$ cat src/design/pnc_pkg.sv
`timescale 1ns / 1ps

package pnc_pkg;

    localparam int CHAN_W = 8;
    localparam int IDX_W = 8;
    localparam int RGB_W = 3 * CHAN_W;
    localparam int ADDR_SPAN = 256;
    localparam int PALETTE_ENTRIES_DEF = 256;

    // Largest distance is 3 * 255 * 255 = 195075, which fits in 18 bits.
    localparam int DIST_W = 18;
    localparam int SQ_W = 2 * CHAN_W;

    localparam logic [CHAN_W-1:0] CHAN_MAX = 8'hFF;

    localparam logic ACT_WRITE = 1'b0;
    localparam logic ACT_QUERY = 1'b1;

    typedef struct packed {
        logic             en;
        logic             last;
        logic [IDX_W-1:0] addr;
    } t_rd_req;

    typedef struct packed {
        logic             vld;
        logic             last;
        logic [IDX_W-1:0] idx;
        logic [RGB_W-1:0] rgb;
    } t_rd_rsp;

    // Gamma level 0: one step brighter, saturating at full scale.
    function automatic logic [CHAN_W-1:0] gamma0(input logic [CHAN_W-1:0] x);
        gamma0 = (x == CHAN_MAX) ? CHAN_MAX : CHAN_W'(x + 1'b1);
    endfunction

endpackage

$ cat src/design/pnc_scan.sv
`timescale 1ns / 1ps

module pnc_scan (
    input  logic                         i_clk,
    input  logic                         i_rst_n,
    input  logic                         i_clear,
    input  logic [pnc_pkg::RGB_W-1:0]    i_qry_rgb,
    input  pnc_pkg::t_rd_rsp             i_rd_rsp,
    output logic [pnc_pkg::IDX_W-1:0]    o_best_index,
    output logic                         o_done
);
    import pnc_pkg::*;

    function automatic logic [CHAN_W-1:0] abs_diff(input logic [CHAN_W-1:0] a,
                                                   input logic [CHAN_W-1:0] b);
        abs_diff = (a > b) ? CHAN_W'(a - b) : CHAN_W'(b - a);
    endfunction

    logic [SQ_W-1:0]   r_sq_r;
    logic [SQ_W-1:0]   r_sq_g;
    logic [SQ_W-1:0]   r_sq_b;
    logic              r_s1_vld;
    logic              r_s1_last;
    logic [IDX_W-1:0]  r_s1_idx;
    logic [DIST_W-1:0] r_best_dist;
    logic [IDX_W-1:0]  r_best_idx;
    logic              r_done;

    logic [CHAN_W-1:0] w_dr;
    logic [CHAN_W-1:0] w_dg;
    logic [CHAN_W-1:0] w_db;
    logic [DIST_W-1:0] w_dist;

    assign w_dr = abs_diff(i_qry_rgb[3*CHAN_W-1:2*CHAN_W], i_rd_rsp.rgb[3*CHAN_W-1:2*CHAN_W]);
    assign w_dg = abs_diff(i_qry_rgb[2*CHAN_W-1:CHAN_W], i_rd_rsp.rgb[2*CHAN_W-1:CHAN_W]);
    assign w_db = abs_diff(i_qry_rgb[CHAN_W-1:0], i_rd_rsp.rgb[CHAN_W-1:0]);

    assign w_dist = DIST_W'(r_sq_r) + DIST_W'(r_sq_g) + DIST_W'(r_sq_b);

    // Stage one squares the channel differences of the entry just read.
    always_ff @(posedge i_clk) begin
        r_sq_r    <= SQ_W'(w_dr) * SQ_W'(w_dr);
        r_sq_g    <= SQ_W'(w_dg) * SQ_W'(w_dg);
        r_sq_b    <= SQ_W'(w_db) * SQ_W'(w_db);
        r_s1_idx  <= i_rd_rsp.idx;
        r_s1_last <= i_rd_rsp.last;
    end

    // Stage two sums and keeps the running minimum. A strict compare keeps
    // the lowest index on a tie, and the all-ones start lets entry 0 win.
    always_ff @(posedge i_clk) begin
        if (!i_rst_n) begin
            r_s1_vld    <= 1'b0;
            r_done      <= 1'b0;
            r_best_dist <= '1;
            r_best_idx  <= '0;
        end else begin
            r_s1_vld <= i_rd_rsp.vld;
            r_done   <= r_s1_vld && r_s1_last;
            if (i_clear) begin
                r_best_dist <= '1;
                r_best_idx  <= '0;
            end else if (r_s1_vld && (w_dist < r_best_dist)) begin
                r_best_dist <= w_dist;
                r_best_idx  <= r_s1_idx;
            end
        end
    end

    assign o_best_index = r_best_idx;
    assign o_done       = r_done;

endmodule

$ cat config.mk
export PLATFORM = sky130hd
export DESIGN_NAME = pnc_scan
export DESIGN_NICKNAME = d
export VERILOG_FILES = /design/src/design/pnc_pkg.sv /design/src/design/pnc_scan.sv
export SDC_FILE = /design/constraint.sdc
export NUM_CORES = 1
export LEC_CHECK = 0
export BUFFER_PORTS_ARGS = -buffer_cell sky130_fd_sc_hd__buf_2
export CAP_MARGIN = 30
export CELL_PAD_IN_SITES_DETAIL_PLACEMENT = 1
export CELL_PAD_IN_SITES_GLOBAL_PLACEMENT = 1
export CORE_MARGIN = 2
export CORE_UTILIZATION = 40
export CTS_CLUSTER_DIAMETER = 60
export DETAILED_ROUTE_END_ITERATION = 8
export GPL_TIMING_DRIVEN = 0
export PLACE_DENSITY = 0.7
export SETUP_SLACK_MARGIN = 0.3
export SYNTH_ARGS = -nofsm -noshare
export SYNTH_HDL_FRONTEND = slang
export SYNTH_SLANG_ARGS = --single-unit
$ cat constraint.sdc
create_clock -name i_clk -period 6.2 [get_ports i_clk]
set_input_delay 0.31 -clock i_clk [delete_from_list [all_inputs] [get_ports i_clk]]
set_output_delay 0.31 -clock i_clk [all_outputs]
set_load 0.02 [all_outputs]
==> Word-level counts from Yosys, hierarchy flattened <==
Cells that the tools add are included.
{ "totals": {"regBits": 85, "input_bits": 61, "output_inout_bits": 9, "word_cells": 31} }
{ "op_classes": {"n_addsub": 8, "n_mul": 3, "n_lt_le_gt_ge": 4, "n_mux": 3, "bitwise": 1, "reduce_logical": 3} }
{ "op_table": {"columns": ["cell", "count"], "rows": [
  ["multiplier 8 x 8 -> 16 bit", 3],
  ["subtractor 8 bit", 6],
  ["greater-than comparator 8 bit", 3],
  ["2-to-1 mux 8 bit", 3],
  ["adder 17 x 16 -> 18 bit", 1],
  ["less-than comparator 18 bit", 1],
  ["adder 16 x 16 -> 17 bit", 1],
  ["logical AND 1 bit", 2],
  ["OR reduction 2 bit", 1],
  ["inverter 1 bit", 1]
]} }

==> Logic depth before layout (Yosys ltp) <==
{ "logic_depth": {"word_depth": 4, "ltp_mapped": 27, "ltp_nobuf": 26} }

==> Worst setup path after synthesis <==
Ideal clock, no wire load.
{ "synth_path": {"path_kind": "input port to flip-flop", "startpoint": "input i_qry_rgb[0] in the netlist's numbering", "endpoint": "register r_sq_b[12]", "setup_time_ps": 79, "arrival_ps": 6002, "path_slack_ps": 119, "path_stages": 22, "path_cell_list": "inv_1 ha_1 inv_1 fa_1 a21o_1 a221oi_2 a21oi_4 mux2i_1 xnor2_1 or2_2 fa_1 inv_1 fa_1 fa_1 inv_1 fa_1 inv_1 ha_1 or2_2 o22ai_1 or4b_2 o211ai_1"} }
{ "synth_between": {"elab_chain_cells": 3, "word_cells_on_any_way": 5, "cone_classes": "add/sub (2); mul (1); order compare (1); mux (1)"} }
{ "synth_lines": {"columns": ["item", "line", "rtl"], "rows": [
  ["start: declaration", "pnc_scan.sv:7", "input logic [pnc_pkg::RGB_W-1:0] i_qry_rgb,"],
  ["subtractor 8 bit / greater-than comparator 8 bit (equally long branches)", "pnc_scan.sv:16", "abs_diff = (a > b) ? CHAN_W'(a - b) : CHAN_W'(b - a);"],
  ["2-to-1 mux 8 bit *", "pnc_scan.sv:16", null],
  ["multiplier 8 x 8 -> 16 bit *", "pnc_scan.sv:44", "r_sq_b <= SQ_W'(w_db) * SQ_W'(w_db);"],
  ["end signal: assignment", "pnc_scan.sv:44", null],
  ["end: declaration", "pnc_scan.sv:21", "logic [SQ_W-1:0] r_sq_b;"]
]} }
Mark *: on every way between the ends. The rest lies on a longest branch, timed or not.
A chain may end at the register's enable or synchronous reset.

==> Final worst setup path <==
{ "layout_path": {"startpoint": "input i_qry_rgb[21] in the netlist's numbering", "endpoint": "register r_sq_r[13]"} }
{ "layout_between": {"elab_chain_cells": 3, "word_cells_on_any_way": 5, "cone_classes": "add/sub (2); mul (1); order compare (1); mux (1)"} }
{ "layout_lines": {"columns": ["item", "line", "rtl"], "rows": [
  ["subtractor 8 bit / greater-than comparator 8 bit (equally long branches)", "pnc_scan.sv:16", null],
  ["2-to-1 mux 8 bit *", "pnc_scan.sv:16", null],
  ["multiplier 8 x 8 -> 16 bit *", "pnc_scan.sv:42", "r_sq_r <= SQ_W'(w_dr) * SQ_W'(w_dr);"],
  ["end signal: assignment", "pnc_scan.sv:42", null],
  ["end: declaration", "pnc_scan.sv:19", "logic [SQ_W-1:0] r_sq_r;"]
]} }
Marked as above.

==> impl_metrics.toml <==
[sta]
setup_viol = 0
skew_ps = 8.02
timing.fmax_mhz = 174
drv_slew = 0
min_period_ps = 5740
min_period_over_period_pct = 92.5
holdWs_ps = 59.9
tightest_slew_ps = 578
grt_setup_unrepaired = "true"
relSlewSlack_pct = 61.0
hold_violations = 0

[floorplan]
die_area_sq_um = 26900
start_util_pct = 40.7
core_sq_um = 25200
die_y_microns = 164
die_w_microns = 164
row_count = 58
io_pins = 70

[critical_path]
r2r_cells = 17
r2r-start = "r_sq_g[4]"
r2r_setup_slack_ps = 1250
r2r_end = "r_best_dist[2]"
critical_path_class = "primary input to flip-flop"
cp-start-kind = "primary input"
worstPathArrival_ps = 6000
cp.required_ps = 6460
critical_path.max_fanout = 7
endpoint_kind = "flip-flop"

[synth]
synth_seq_cells = 82
async_flop_share_pct = 0
synth_area_sq_um = 10300
yosysUniqueCellTypes = 69
synth.most_common_cell = "inv_1"
seq_area_frac_synth_pct = 16.0
syn_inst = 1162
ys_top_cells_by_area = "ha_1, fa_1, dfxtp_1"
synth_commonest_cells = "inv_1, ha_1, nor2_1, fa_1, dfxtp_1"
yosysTopAreaCellShare_pct = 20.2
ys_warn_count = 0
synth-edff-count = 0
avgSynthCellArea_sq_um = 8.83
synth_area_leader_cell = "ha_1"
synth_flop_cell = "dfxtp_1"

[worst_hold_path]
min_path_type = "primary input to flip-flop"
holdPathStages = 1
hp-start = "i_rd_rsp[26]"
worstHoldEndpoint = "r_s1_idx[2]"

[drt]
drt-initial-drc-count = 216
ant_nets = 0
routed_wl_microns = 24100
drc_errors = 0
vias = 8163
routedWlPerCell_microns = 14.8
routed_via_density = 5.00
firstDrtPassIters = 4

[clocking]
cts_sinks = 82
path_clk_slew_ps = 60
clockBufferDepth = 2
cts_tree = "done"
clock_latency_ps = 350
htree_levels = 3
clock-root-buffer = "clkbuf_16"
cts_buffers = 9

[layout]
final-seq-area_sq_um = 1640
layout-drive-gt1-share_pct = 22.3
multi_input_area_sq_um = 8360
final_area_sq_um = 12500
fin_nets = 1620
stdcell_count = 1631
diodes = 0
n_fill_cell = 2931
syn_to_final_growth_pct = 21.9

[global_route]
grt_usage_pct = 18.0
antenna_found_initial = 0
grt_pass1_vias = 8629
grt_max_degree = 15
overflow = 0
grt_pass1_wl_microns = 39900

[place]
place_area_sq_um = 11100
port-buffer-count = 69
place_congestion = 0.766
dp_hpwl_microns = 18800
placed_cells = 1562

[job]
max_cap_viol_count = 0

[run_status]
status = "finished clean"
[cell families (layout without fill, tap and decap cells)]
family,after synthesis,after routing,share of synthesized area (%)
adders and majority gates,263,263,39.2
DFF,82,82,16.0
xor gates and xnor gates,77,78,7.27
and+or+nand+nor,240,240,11.0
other,2,3,0.0732
buffers and inverters,254,391,9.58
muxes,29,29,3.07
AOI/OAI and AO/OA,215,215,13.8
[layout by cell type (no fill, tap or decap), drive strengths merged, types with 4 or more instances in the layout]
| master | Yosys | final |
|---|---|---|
| o21a | 8 | 8 |
| or2 | 17 | 17 |
| fa | 97 | 97 |
| a31oi | 12 | 12 |
| mux2i | 28 | 28 |
| buf | 12 | 134 |
| nor2b | 6 | 6 |
| a31o | 4 | 4 |
| a21o | 27 | 27 |
| o211ai | 14 | 14 |
| o21bai | 8 | 8 |
| and2 | 4 | 4 |
| o22ai | 4 | 4 |
| dfxtp | 82 | 82 |
| ha | 166 | 166 |
| nor2 | 115 | 115 |
| and4 | 4 | 4 |
| a21oi | 65 | 65 |
| a211oi | 11 | 11 |
| nor3 | 13 | 13 |
| and3 | 5 | 5 |
| xor2 | 27 | 28 |
| xnor2 | 50 | 50 |
| o21ai | 35 | 35 |
| nand3 | 5 | 5 |
| nand2 | 42 | 42 |
| inv | 226 | 226 |
| nand2b | 9 | 9 |
| nand3b | 4 | 4 |
| nand4 | 9 | 9 |
| clkbuf | 16 | 25 |
[cell type report]
class,instances,area share (%)
buffer,28,1.26
multi-input combinational,828,66.8
clock buffer,10,1.83
tap,330,3.30
sequential,82,13.1
inverter,226,6.78
timing repair buffer,121,6.33
clock inverter,6,0.540
[state kept, by name, indices dropped and copies added (netlist names)]
signal and flops:
r_best_dist 18, r_sq_b 15, r_sq_g 15, r_sq_r 15
o_best_index 8, r_s1_idx 8, o_done 1, r_s1_last 1
r_s1_vld 1
[per-stage QoR]
stage          utilization (%)  setup TNS, ps  setup slack [ps]
6_report                  49.7              0               464
5_1_grt                   49.7              0               251
4_1_cts                   46.8              0               216
3_5_place_dp              44.1          -3600              -519
3_3_place_gp              44.1          -2100              -373
2_1_floorplan                -              0               274
[routing by layer]
| metal | GRT usage [%] | wire, microns | vias up |
|---|---|---|---|
| met2 | 33.0 | 12400 | 74 |
| met1 | 23.0 | 11000 | 4008 |
| met4 | 3.39 | 221 | 0 |
| met5 | 0 | 0 | - |
| li1 | - | - | 4064 |
| met3 | 1.94 | 497 | 17 |
[worst max-delay path by stage]
stage / start / to / slack (ps) / cells after the start
2_1_floorplan: i_qry_rgb[0] / r_sq_b[12] / 270 / 22
3_3_place_gp: i_qry_rgb[0] / r_sq_b[12] / -370 / 25
3_5_place_dp: i_qry_rgb[0] / r_sq_b[12] / -520 / 23
4_1_cts: i_qry_rgb[0] / r_sq_b[12] / 220 / 25
5_1_grt: i_qry_rgb[0] / r_sq_b[12] / 250 / 25
6_report: i_qry_rgb[21] / r_sq_r[13] / 460 / 25
[critical path, cell delays in order]
cell and delay (ps):
buf_2 90, inv_1 40, ha_1 290, buf_6 130
a21o_1 190, a211o_1 330, o21ai_4 180, buf_12 170
mux2i_4 290, xor2_4 150, buf_6 150, or2_2 290
fa_1 510, inv_2 50, fa_1 460, fa_1 490
inv_1 60, fa_1 520, inv_1 60, ha_4 230
or2_4 250, a21o_1 170, a31o_2 250, a21oi_2 170
xnor2_2 140
[timing repair]
action	4_1_cts	5_1_grt
hold endpoints to repair	0	0
setup endpoints to repair	11	16
pin swaps	20	57
hold buffers	0	0
cloned	0	1
buffers inserted	21	31
resized for setup	39	107
Power is left out: the tool's default activity adds up to more than one toggle a clock period on the data nets, which glitch-free logic cannot reach.
